==> config.mk <==
export PLATFORM = sky130hd
export DESIGN_NAME = vlq_size_codec_flat
export DESIGN_NICKNAME = d
export VERILOG_FILES = /design/src/vsc_pkg.sv /design/src/vsc_if.sv /design/src/vsc_front.sv /design/src/vsc_queue.sv /design/src/vsc_back.sv /design/src/vlq_size_codec.sv /design/src/flat_wrapper.sv
export SDC_FILE = /design/constraint.sdc
export NUM_CORES = 1
export LEC_CHECK = 0
export BUFFER_PORTS_ARGS = -buffer_cell sky130_fd_sc_hd__clkbuf_2
export CORE_MARGIN = 10
export CORE_UTILIZATION = 55
export DETAILED_ROUTE_END_ITERATION = 6
export PLACE_DENSITY = 0.76
export SYNTH_ARGS = -nofsm -noshare
export SYNTH_HDL_FRONTEND = slang
export SYNTH_SLANG_ARGS = --single-unit
==> constraint.sdc <==
create_clock -name clk_i -period 10.6 [get_ports clk_i]
set_input_delay 0 -clock clk_i [delete_from_list [all_inputs] [get_ports clk_i]]
set_output_delay 0 -clock clk_i [all_outputs]
set_load 0.05 [all_outputs]
==> src/vsc_pkg.sv <==
// ----------------------------------------------------------------------------
// vsc_pkg
// shared types and constants of the variable-length size codec
// ----------------------------------------------------------------------------
package vsc_pkg;

  localparam int unsigned BYTE_W    = 8;
  localparam int unsigned CHUNK_W   = 7;
  localparam int unsigned VAL_W     = 56;
  localparam int unsigned CNT_W     = 4;
  localparam int unsigned REQ_W     = 2;
  localparam int unsigned MAX_CHUNK = 8;
  localparam int unsigned IDX_W     = 3;
  localparam int unsigned QDEPTH    = 2;

  typedef enum logic [REQ_W-1:0] {
    REQ_CLEAR  = 2'd0,
    REQ_DECODE = 2'd1,
    REQ_ENCODE = 2'd2
  } req_e;

  typedef struct packed {
    logic             enc;
    logic             accepted;
    logic             complete;
    logic [VAL_W-1:0] size_value;
    logic [CNT_W-1:0] byte_count;
  } job_t;

  typedef struct packed {
    logic push;
    job_t job;
  } enq_t;

  function automatic logic [CNT_W-1:0] enc_len(input logic [VAL_W-1:0] v);
    logic [CNT_W-1:0] n;
    n = CNT_W'(1);
    for (int k = 1; k < MAX_CHUNK; k++) begin
      if ((v >> (CHUNK_W * k)) != '0) n = CNT_W'(k + 1);
    end
    return n;
  endfunction

endpackage

==> src/vsc_if.sv <==
// ----------------------------------------------------------------------------
// vsc_req_if / vsc_rsp_if
// valid/ready channels for codec requests and result beats
// ----------------------------------------------------------------------------
interface vsc_req_if;
  logic                      valid;
  logic                      ready;
  logic [vsc_pkg::REQ_W-1:0] req_type;
  logic [vsc_pkg::BYTE_W-1:0] in_byte;
  logic [vsc_pkg::VAL_W-1:0] in_value;

  modport source (output valid, req_type, in_byte, in_value, input ready);
  modport sink   (input valid, req_type, in_byte, in_value, output ready);
endinterface

interface vsc_rsp_if;
  logic                       valid;
  logic                       ready;
  logic [vsc_pkg::BYTE_W-1:0] out_byte;
  logic                       last;
  logic                       accepted;
  logic                       complete;
  logic [vsc_pkg::VAL_W-1:0]  size_value;
  logic [vsc_pkg::CNT_W-1:0]  byte_count;

  modport source (output valid, out_byte, last, accepted, complete, size_value, byte_count,
                  input ready);
  modport sink   (input valid, out_byte, last, accepted, complete, size_value, byte_count,
                  output ready);
endinterface

==> src/vsc_front.sv <==
// ----------------------------------------------------------------------------
// vsc_front
// takes requests, holds the size state and queues one job per request
// ----------------------------------------------------------------------------
module vsc_front #(
  parameter int unsigned MAX_BYTES = 8
) (
  input  logic                        clk_i,
  input  logic                        rst_ni,
  input  logic                        valid_i,
  output logic                        ready_o,
  input  logic [vsc_pkg::REQ_W-1:0]   req_type_i,
  input  logic [vsc_pkg::BYTE_W-1:0]  in_byte_i,
  input  logic [vsc_pkg::VAL_W-1:0]   in_value_i,
  input  logic                        full_i,
  output vsc_pkg::enq_t               enq_o
);
  import vsc_pkg::*;

  localparam logic [CNT_W:0] MaxB = (CNT_W + 1)'(MAX_BYTES);

  logic [VAL_W-1:0] acc_q, acc_d;
  logic [CNT_W-1:0] cnt_q, cnt_d;
  logic             done_q, done_d;
  logic             take;
  logic             acc_ok;
  logic             enc;
  logic             stop;
  logic [CNT_W-1:0] n;

  assign ready_o = !full_i;
  assign take    = valid_i && ready_o;
  assign stop    = !in_byte_i[BYTE_W-1];
  assign n       = enc_len(in_value_i);

  always_comb begin
    acc_d  = acc_q;
    cnt_d  = cnt_q;
    done_d = done_q;
    acc_ok = 1'b0;
    enc    = 1'b0;
    case (req_type_i)
      REQ_CLEAR: begin
        acc_d  = '0;
        cnt_d  = '0;
        done_d = 1'b0;
        acc_ok = 1'b1;
      end
      REQ_DECODE: begin
        if (!done_q && (stop || ({1'b0, cnt_q} + (CNT_W + 1)'(1) < MaxB))) begin
          acc_d  = {acc_q[VAL_W-CHUNK_W-1:0], in_byte_i[CHUNK_W-1:0]};
          cnt_d  = cnt_q + CNT_W'(1);
          done_d = stop;
          acc_ok = 1'b1;
        end
      end
      REQ_ENCODE: begin
        if ({1'b0, n} <= MaxB) begin
          acc_d  = in_value_i;
          cnt_d  = n;
          done_d = 1'b1;
          acc_ok = 1'b1;
          enc    = 1'b1;
        end
      end
      default: ;
    endcase
  end

  always_comb begin
    enq_o.push           = take;
    enq_o.job.enc        = enc;
    enq_o.job.accepted   = acc_ok;
    enq_o.job.complete   = done_d;
    enq_o.job.size_value = done_d ? acc_d : '0;
    enq_o.job.byte_count = done_d ? cnt_d : '0;
  end

  always_ff @(posedge clk_i or negedge rst_ni) begin
    if (!rst_ni) begin
      acc_q  <= '0;
      cnt_q  <= '0;
      done_q <= 1'b0;
    end else if (take) begin
      acc_q  <= acc_d;
      cnt_q  <= cnt_d;
      done_q <= done_d;
    end
  end

endmodule

==> src/vsc_queue.sv <==
// ----------------------------------------------------------------------------
// vsc_queue
// short job queue between front and back
// ----------------------------------------------------------------------------
module vsc_queue (
  input  logic          clk_i,
  input  logic          rst_ni,
  input  vsc_pkg::enq_t enq_i,
  output logic          full_o,
  input  logic          pop_i,
  output logic          empty_o,
  output vsc_pkg::job_t head_o
);
  import vsc_pkg::*;

  localparam int unsigned PtrW = $clog2(QDEPTH);
  localparam int unsigned CntW = $clog2(QDEPTH + 1);

  job_t            mem_q [QDEPTH];
  logic [PtrW-1:0] wr_q, rd_q;
  logic [CntW-1:0] cnt_q;
  logic            do_pop;

  assign full_o  = (cnt_q == CntW'(QDEPTH));
  assign empty_o = (cnt_q == '0);
  assign head_o  = mem_q[rd_q];
  assign do_pop  = pop_i && !empty_o;

  always_ff @(posedge clk_i) begin
    if (enq_i.push) begin
      mem_q[wr_q] <= enq_i.job;
    end
  end

  always_ff @(posedge clk_i or negedge rst_ni) begin
    if (!rst_ni) begin
      wr_q  <= '0;
      rd_q  <= '0;
      cnt_q <= '0;
    end else begin
      if (enq_i.push) begin
        wr_q <= (wr_q == PtrW'(QDEPTH - 1)) ? '0 : wr_q + PtrW'(1);
      end
      if (do_pop) begin
        rd_q <= (rd_q == PtrW'(QDEPTH - 1)) ? '0 : rd_q + PtrW'(1);
      end
      case ({enq_i.push, do_pop})
        2'b10:   cnt_q <= cnt_q + CntW'(1);
        2'b01:   cnt_q <= cnt_q - CntW'(1);
        default: cnt_q <= cnt_q;
      endcase
    end
  end

endmodule

==> src/vsc_back.sv <==
// ----------------------------------------------------------------------------
// vsc_back
// expands queued jobs into result beats behind an output register
// ----------------------------------------------------------------------------
module vsc_back (
  input  logic                        clk_i,
  input  logic                        rst_ni,
  input  logic                        empty_i,
  input  vsc_pkg::job_t               head_i,
  output logic                        pop_o,
  output logic                        valid_o,
  input  logic                        ready_i,
  output logic [vsc_pkg::BYTE_W-1:0]  out_byte_o,
  output logic                        last_o,
  output logic                        accepted_o,
  output logic                        complete_o,
  output logic [vsc_pkg::VAL_W-1:0]   size_value_o,
  output logic [vsc_pkg::CNT_W-1:0]   byte_count_o
);
  import vsc_pkg::*;

  logic               vld_q;
  logic [IDX_W-1:0]   k_q;
  logic [BYTE_W-1:0]  byte_q;
  logic               last_q, acc_q, cmp_q;
  logic [VAL_W-1:0]   val_q;
  logic [CNT_W-1:0]   cnt_q;
  logic               load, fire, is_last;
  logic [IDX_W-1:0]   idx;
  logic [CHUNK_W-1:0] chunk;
  logic [BYTE_W-1:0]  obyte;

  assign load    = !vld_q || ready_i;
  assign fire    = load && !empty_i;
  assign is_last = !head_i.enc || ({1'b0, k_q} + CNT_W'(1) == head_i.byte_count);
  assign pop_o   = fire && is_last;
  assign idx     = IDX_W'(head_i.byte_count - CNT_W'(1) - {1'b0, k_q});

  always_comb begin
    chunk = '0;
    for (int i = 0; i < MAX_CHUNK; i++) begin
      if (idx == IDX_W'(i)) chunk = head_i.size_value[CHUNK_W*i +: CHUNK_W];
    end
    obyte = head_i.enc ? {!is_last, chunk} : '0;
  end

  always_ff @(posedge clk_i) begin
    if (fire) begin
      byte_q <= obyte;
      last_q <= is_last;
      acc_q  <= head_i.accepted;
      cmp_q  <= head_i.complete;
      val_q  <= head_i.size_value;
      cnt_q  <= head_i.byte_count;
    end
  end

  always_ff @(posedge clk_i or negedge rst_ni) begin
    if (!rst_ni) begin
      vld_q <= 1'b0;
      k_q   <= '0;
    end else begin
      if (load) begin
        vld_q <= !empty_i;
      end
      if (fire) begin
        k_q <= is_last ? '0 : k_q + IDX_W'(1);
      end
    end
  end

  assign valid_o      = vld_q;
  assign out_byte_o   = byte_q;
  assign last_o       = last_q;
  assign accepted_o   = acc_q;
  assign complete_o   = cmp_q;
  assign size_value_o = val_q;
  assign byte_count_o = cnt_q;

endmodule

==> src/vlq_size_codec.sv <==
// ----------------------------------------------------------------------------
// vlq_size_codec
// big-endian 7-bit-per-byte size codec: clear, decode one byte, encode value
// ----------------------------------------------------------------------------
//  port    dir  beat
//  req_i   in   req_type, in_byte, in_value
//  rsp_o   out  out_byte, last, accepted, complete, size_value, byte_count
//
//  a request is taken every cycle while the 2-entry job queue has room
//  clear and decode give 1 beat, encode gives 1 to 8 beats, one per cycle unless stalled
//  beats leave the output register one per cycle while rsp ready is high, so encode length sets rate
//  a taken request is written to the job queue, then its first beat to the output register
//  a stalled result beat holds, the queue fills and req ready drops
//  asynchronous reset clears the size state, queue pointers and the valid bit of the output register
// ----------------------------------------------------------------------------
module vlq_size_codec #(
  parameter int unsigned MAX_BYTES = 8
) (
  input  logic         clk_i,
  input  logic         rst_ni,
  vsc_req_if.sink      req_i,
  vsc_rsp_if.source    rsp_o
);
  import vsc_pkg::*;

  enq_t enq;
  job_t head;
  logic full, empty, pop;

  vsc_front #(
    .MAX_BYTES (MAX_BYTES)
  ) u_front (
    .clk_i      (clk_i),
    .rst_ni     (rst_ni),
    .valid_i    (req_i.valid),
    .ready_o    (req_i.ready),
    .req_type_i (req_i.req_type),
    .in_byte_i  (req_i.in_byte),
    .in_value_i (req_i.in_value),
    .full_i     (full),
    .enq_o      (enq)
  );

  vsc_queue u_queue (
    .clk_i   (clk_i),
    .rst_ni  (rst_ni),
    .enq_i   (enq),
    .full_o  (full),
    .pop_i   (pop),
    .empty_o (empty),
    .head_o  (head)
  );

  vsc_back u_back (
    .clk_i        (clk_i),
    .rst_ni       (rst_ni),
    .empty_i      (empty),
    .head_i       (head),
    .pop_o        (pop),
    .valid_o      (rsp_o.valid),
    .ready_i      (rsp_o.ready),
    .out_byte_o   (rsp_o.out_byte),
    .last_o       (rsp_o.last),
    .accepted_o   (rsp_o.accepted),
    .complete_o   (rsp_o.complete),
    .size_value_o (rsp_o.size_value),
    .byte_count_o (rsp_o.byte_count)
  );

endmodule

==> src/flat_wrapper.sv <==
// flat-port wrapper written by rule: the top's interface ports become plain ports
module vlq_size_codec_flat import vsc_pkg::*;
#(
  parameter int unsigned MAX_BYTES = 8
)
  (clk_i, rst_ni, req_i_valid, req_i_req_type, req_i_in_byte, req_i_in_value, req_i_ready, rsp_o_valid, rsp_o_out_byte, rsp_o_last, rsp_o_accepted, rsp_o_complete, rsp_o_size_value, rsp_o_byte_count, rsp_o_ready);
  vsc_req_if req_i_i ();
  vsc_rsp_if rsp_o_i ();
  input  logic clk_i;
  input  logic rst_ni;
  input wire logic [$bits(req_i_i.valid)-1:0] req_i_valid;
  input wire logic [$bits(req_i_i.req_type)-1:0] req_i_req_type;
  input wire logic [$bits(req_i_i.in_byte)-1:0] req_i_in_byte;
  input wire logic [$bits(req_i_i.in_value)-1:0] req_i_in_value;
  output wire logic [$bits(req_i_i.ready)-1:0] req_i_ready;
  output wire logic [$bits(rsp_o_i.valid)-1:0] rsp_o_valid;
  output wire logic [$bits(rsp_o_i.out_byte)-1:0] rsp_o_out_byte;
  output wire logic [$bits(rsp_o_i.last)-1:0] rsp_o_last;
  output wire logic [$bits(rsp_o_i.accepted)-1:0] rsp_o_accepted;
  output wire logic [$bits(rsp_o_i.complete)-1:0] rsp_o_complete;
  output wire logic [$bits(rsp_o_i.size_value)-1:0] rsp_o_size_value;
  output wire logic [$bits(rsp_o_i.byte_count)-1:0] rsp_o_byte_count;
  input wire logic [$bits(rsp_o_i.ready)-1:0] rsp_o_ready;
  assign req_i_i.valid = req_i_valid;
  assign req_i_i.req_type = req_i_req_type;
  assign req_i_i.in_byte = req_i_in_byte;
  assign req_i_i.in_value = req_i_in_value;
  assign req_i_ready = req_i_i.ready;
  assign rsp_o_valid = rsp_o_i.valid;
  assign rsp_o_out_byte = rsp_o_i.out_byte;
  assign rsp_o_last = rsp_o_i.last;
  assign rsp_o_accepted = rsp_o_i.accepted;
  assign rsp_o_complete = rsp_o_i.complete;
  assign rsp_o_size_value = rsp_o_i.size_value;
  assign rsp_o_byte_count = rsp_o_i.byte_count;
  assign rsp_o_i.ready = rsp_o_ready;
  vlq_size_codec #(.MAX_BYTES(MAX_BYTES)) u_core (.clk_i(clk_i), .rst_ni(rst_ni), .req_i(req_i_i), .rsp_o(rsp_o_i));
endmodule
# Word level (Yosys, flattened, before mapping)
# Memories as Yosys holds them, arrays and structs flattened.
# Index checks and enable logic that the tools add are counted.
classes:
  add_sub_neg: 10
  n_lt_le_gt_ge: 2
  eq_ne: 13
  reduce_logical: 26
  n_mux: 36
ops:
  columns: ["operator", "n"]
  rows:
  - ["56-bit nonzero test", 7]
  - ["56-bit two-way mux", 3]
  - ["56-bit case mux with 3 select lines", 1]
  - ["7-bit two-way mux", 8]
  - ["4-bit two-way mux", 4]
  - ["3-bit two-way mux", 5]
  - ["3-bit equality test, second input constant", 4]
  - ["4-bit case mux with 3 select lines", 1]
  - ["1-bit two-way mux", 9]
  - ["1-bit zero test", 7]
  - ["2-bit equality test, second input constant", 3]
  - ["3-bit by 2-bit equality test with 1-bit output, second input constant", 2]
  - ["1-bit case mux with 3 select lines", 2]
  - ["4-bit by 1-bit adder with 5-bit output, second input constant", 1]
  - ["1-bit logical AND", 5]
  - ["5-bit by 4-bit < comparator with 1-bit output, second input constant", 1]
  - ["3-bit by 1-bit adder with 4-bit output, second input constant", 1]
  - ["4-bit by 1-bit adder with 4-bit output, second input constant", 1]
  - ["2-bit by 1-bit equality test with 1-bit output, second input constant", 2]
  - ["4-bit equality test", 1]
  - ["4-bit <= comparator, second input constant", 1]
  - ["2-bit zero test", 2]
  - ["2-bit two-way mux", 2]
  - ["2-bit case mux with 2 select lines", 1]
  - ["10 further kinds", 13]
totals:
  input_bits: 70
  output_inout_bits: 73
  regBits: 140
  wordCells: 102
  memories: 1
  mem_bits_rw: 126
mem_list:
  columns: ["name", "depth", "width", "rd", "rd_ports_with_merged_regs", "write_ports", "line_no", "text"]
  rows:
  - ["u_core.u_queue.mem_q", 2, 63, 1, 0, 1, "vsc_queue.sv:19", "job_t mem_q [QDEPTH];"]

# Longest topological paths before layout
depth:
  depth_word: 12
  ltp_mapped: 14

# Modules after synthesis
# Synthesis repeated with hierarchy kept, for this count alone.
hier_totals:
  hier_cells: 901
  area_unflattened_um2: 12248.0
by_module_without_submodules:
  columns: ["module", "area_each_um2", "cells_each", "seq_area_each_um2", "n_inst"]
  rows:
  - ["vsc_queue", 5039.8, 213, 3883.7, 1]
  - ["vsc_front", 4176.5, 534, 1526.5, 1]
  - ["vsc_back", 3031.7, 154, 2232.1, 1]

# Least setup slack after synthesis
# OpenSTA, ideal clock, no wires.
synth_timing:
  path_type: "reg-to-reg"
  start: "register u_core.u_queue.cnt_q[0]"
  end: "memory u_core.u_queue.mem_q[0][0] (netlist name) (enable)"
  arrival_time_ns: 4.267
  path_slack_ns: 5.849
  required_time_ns: 10.115
  path_stages_with_launch: 7
  path_buffers: 2
  cell_sequence: "dfrtp_1 -> nand2b_1 -> and2_1 -> inv_2 -> clkbuf_1 -> clkbuf_1 -> nor2_1"
synth_via:
  elab_chain_cells: 5
synth_lines:
  columns: ["item", "line_no", "text"]
  rows:
  - ["start, declared", "vsc_queue.sv:21", "logic [CntW-1:0] cnt_q;"]
  - ["start signal, assigned", "vsc_queue.sv:48", "2'b10: cnt_q <= cnt_q + CntW'(1);"]
  - ["start signal, assigned", "vsc_queue.sv:49", "2'b01: cnt_q <= cnt_q - CntW'(1);"]
  - ["start signal, assigned", "vsc_queue.sv:50", "default: cnt_q <= cnt_q;"]
  - ["2-bit equality test", "vsc_queue.sv:24", "assign full_o = (cnt_q == CntW'(QDEPTH));"]
  - ["1-bit zero test", "vsc_front.sv:31", "assign ready_o = !full_i;"]
  - ["named net req_i_ready", "flat_wrapper.sv:15", "output wire logic [$bits(req_i_i.ready)-1:0] req_i_ready;"]
  - ["1-bit logical AND", "vsc_front.sv:32", "assign take = valid_i && ready_o;"]
  - ["1-bit two-way mux", "vsc_queue.sv:30", "if (enq_i.push) begin"]
  - ["1-bit two-way mux (not written as such)", "vsc_queue.sv:31", "mem_q[wr_q] <= enq_i.job;"]
  - ["end, declared", "vsc_queue.sv:19", null]
# The timed path passes the listed nets, and every way through them passes these cells.

==> flow_metrics.env <==
export IMPL_ys_ff_latch=266
export IMPL_first_iter_violations=936
export IMPL_timing_fmax_mhz=235
export IMPL_synth_warning_count=0
export IMPL_syn_avg_cell_area_um2=11.8
export IMPL_setup_worst_path_start_class="register"
export IMPL_hold_viol=0
export IMPL_power_density_nw_per_um2=338
export IMPL_start_util_pct=56.2
export IMPL_via_per_inst=5.82
export IMPL_nets=1250
export IMPL_yosys_area_top_type="edfxtp_1"
export IMPL_synth_area_leaders="edfxtp_1 (48%), dfrtp_1 (14%), nand2_1 (5.8%), mux2_2 (5.5%), o221a_1 (3.6%)"
export IMPL_grt_max_degree=108
export IMPL_syn_to_final_growth_pct=16.1
export IMPL_clk_pin_slew_worst_paths_ns=0.07
export IMPL_worst_ir_drop_vdd_mv=0.173
export IMPL_drc=0
export IMPL_setup_viol=0
export IMPL_period_minus_slack_ns=4.25
export IMPL_cts_buffers=26
export IMPL_dp_hpwl_um=21400
export IMPL_leakage_uw=0.00569
export IMPL_arrival_ns=4.53
export IMPL_die_w_um=170
export IMPL_cts_setup_buffers=0
export IMPL_grt_antenna_before_repair=0
export IMPL_design_area_um2=14300
export IMPL_postCtsHoldBufs=20
export IMPL_fin_skew_ns=0.00957
export IMPL_ant_nets=0
export IMPL_syn_num_nets=1115
export IMPL_row_count=54
export IMPL_path_class="register to register"
export IMPL_track_usage_pct=21.3
export IMPL_clock_root_buffer="clkbuf_16"
export IMPL_antenna_cells=0
export IMPL_grt_pass1_wl_um=48600
export IMPL_crit_fanout=43
export IMPL_grt_pass1_vias=8439
export IMPL_power_uw=4830
export IMPL_htree_num_levels=1
export IMPL_drv_slew=0
export IMPL_drt_wirelength_per_cell_um=21.2
export IMPL_routed_wl_um=31300
export IMPL_placedInstanceArea_um2=13200
export IMPL_yosysSeqAreaShare_pct=62.2
export IMPL_yosysUniqueCellTypes=53
export IMPL_slew_headroom_pct=31.6
export IMPL_max_cap_violations=0
export IMPL_seq_area_um2=7640
export IMPL_grt_overflow=0
export IMPL_rsz0062_at_grt="no"
export IMPL_worstSetupEndpointType="register"
export IMPL_setup_tns_ns=0
export IMPL_holdCritPathClass="input port to register"
export IMPL_insertion_delay_ns=0.52
export IMPL_clk_path_buf_depth=3
export IMPL_period_share_pct=40.1
export IMPL_finalWeightedCongestion=0.907
export IMPL_synth_top_area_share_pct=48.1
export IMPL_vias=8578
export IMPL_drive_gt1_share_pct=24.7
export IMPL_firstDrtPassIters=5
export IMPL_hold_slack_ns=0.0115
export IMPL_io_pins=143
export IMPL_fill_cells=1668
export IMPL_cts_resized=0
export IMPL_outcome="finished clean"
export IMPL_core_um2=21900
export IMPL_cts_tree="done"
export IMPL_cts_sinks=266
export IMPL_syn_instance_count=1040
export IMPL_worstMarginPinSlew_ns=1.03
export IMPL_multi_input_area_um2=4120
export IMPL_synth_area_um2=12300
export IMPL_dieHeight_um=170
export IMPL_cp_required_ns=10.87
export IMPL_die_area_um2=28700
export IMPL_portBuffers=142
Yosys cell counts (all sizes together):
cell and count:
a211oi 1, a21boi 2, a21oi 11, a311oi 1, a31o 1, a31oi 9, and2 1, and3b 4
buf 21, clkbuf 45, dfrtp 69, edfxtp 197, fa 1, ha 4, inv 72, mux2 60
mux2i 20, mux4 6, nand2 191, nand2b 5, nand3 9, nand4 3, nor2 68, nor2b 5
nor3 9, nor3b 8, nor4 6, o211a 1, o211ai 3, o21ai 122, o21bai 4, o221a 56
o221ai 1, o22ai 2, o2bb2ai 1, o31ai 4, o41a 1, o41ai 1, or3 2, or4 1
xnor2 7, xnor3 2, xor2 3
state kept, by name, indices dropped and copies added, names as in the netlist, 2 cells and up:
name / flops
u_core.u_back.k_q: 3
u_core.u_back.out_byte_o: 8
u_core.u_queue.mem_q: 126
u_core.u_back.byte_count_o: 4
u_core.u_front.acc_q: 56
u_core.u_queue.cnt_q: 2
u_core.u_back.size_value_o: 56
u_core.u_front.cnt_q: 4
layer usage:
layer  share of wire (%)  global-route usage [%]  vias up
met3                 7.9                    3.59       54
li1                    -                       -     4042
met5                   0                       0        -
met2                  46                    32.5      376
met1                  44                    30.8     4106
met4                 2.6                    6.27        0
cell type report:
type | instances | share of cell area (%)
Clock buffer | 34 | 5.13
Timing Repair Buffer | 173 | 6.98
Inverter | 72 | 1.90
Multi-Input combinational cell | 636 | 28.8
Clock inverter | 13 | 1.12
Tap cell | 280 | 2.46
Sequential cell | 266 | 53.6
placed cells by master (no fill, tap or decap), types with 10 or more instances in the layout:
cell,count
o221a_2,17
o21ai_0,64
o221a_1,39
dfrtp_1,68
a21oi_1,10
clkbuf_2,140
clkbuf_16,27
buf_4,12
dlygate4sd3_1,20
mux2_2,60
inv_1,67
nand2_1,191
mux2i_1,19
o21ai_1,58
nor2_1,64
edfxtp_1,197
power by group:
group	switching, µW	leakage (µW)	internal, µW	total [µW]
combinational	1410	0.00247	648	2060
clock	388	0.000434	562	950
sequential	180	0.00279	1630	1810
total	1980	0.00569	2840	4830
logic make-up (layout without fill, tap and decap cells):
logic type,after synthesis,after routing,synth area share [%]
compound gates,221,221,12.6
buf+inv,138,292,4.64
fa+ha+maj,5,5,0.570
flops,266,266,62.2
mux,86,86,8.25
xor+xnor,12,12,1.08
simple gates,312,312,10.7
final timing paths:
path	from	endpoint	slack, ns	depth (start not counted)
worst max register to register	u_core.u_queue.rd_q	u_core.u_back.out_byte_o[4]	6.35	8
min in group asynchronous	rst_ni	u_core.u_queue.cnt_q[0]	0.25	3
max in group asynchronous	rst_ni	u_core.u_queue.rd_q	9.71	3
worst min-delay path	req_i_in_value[4]	u_core.u_front.acc_q[4]	0.01	6
worst min register to register	u_core.u_front.acc_q[4]	u_core.u_front.acc_q[4]	0.49	2
worst max-delay path	u_core.u_queue.rd_q	u_core.u_back.out_byte_o[4]	6.35	8
through the flow:
stage / instances / utilization (%) / setup slack [ns]
finish: 1474 / 65.2 / 6.35
CTS: 1474 / 65.2 / 6.34
global placement: 1407 / 60.2 / 6.52
detailed placement: 1407 / 60.2 / 6.37
floorplan: 1040 / - / 5.85
global route: 1474 / 65.2 / 6.07
critical path: stages, from the launching register on:
cell and delay [ns]:
dfrtp_2 0.78, buf_4 0.60, mux2_2 0.42, ha_1 0.20, fa_1 0.39, xnor3_1 0.78, nand2_1 0.31, o31ai_1 0.28
and3b_1 0.22
No activity file was read; power rests on OpenSTA's default activity.
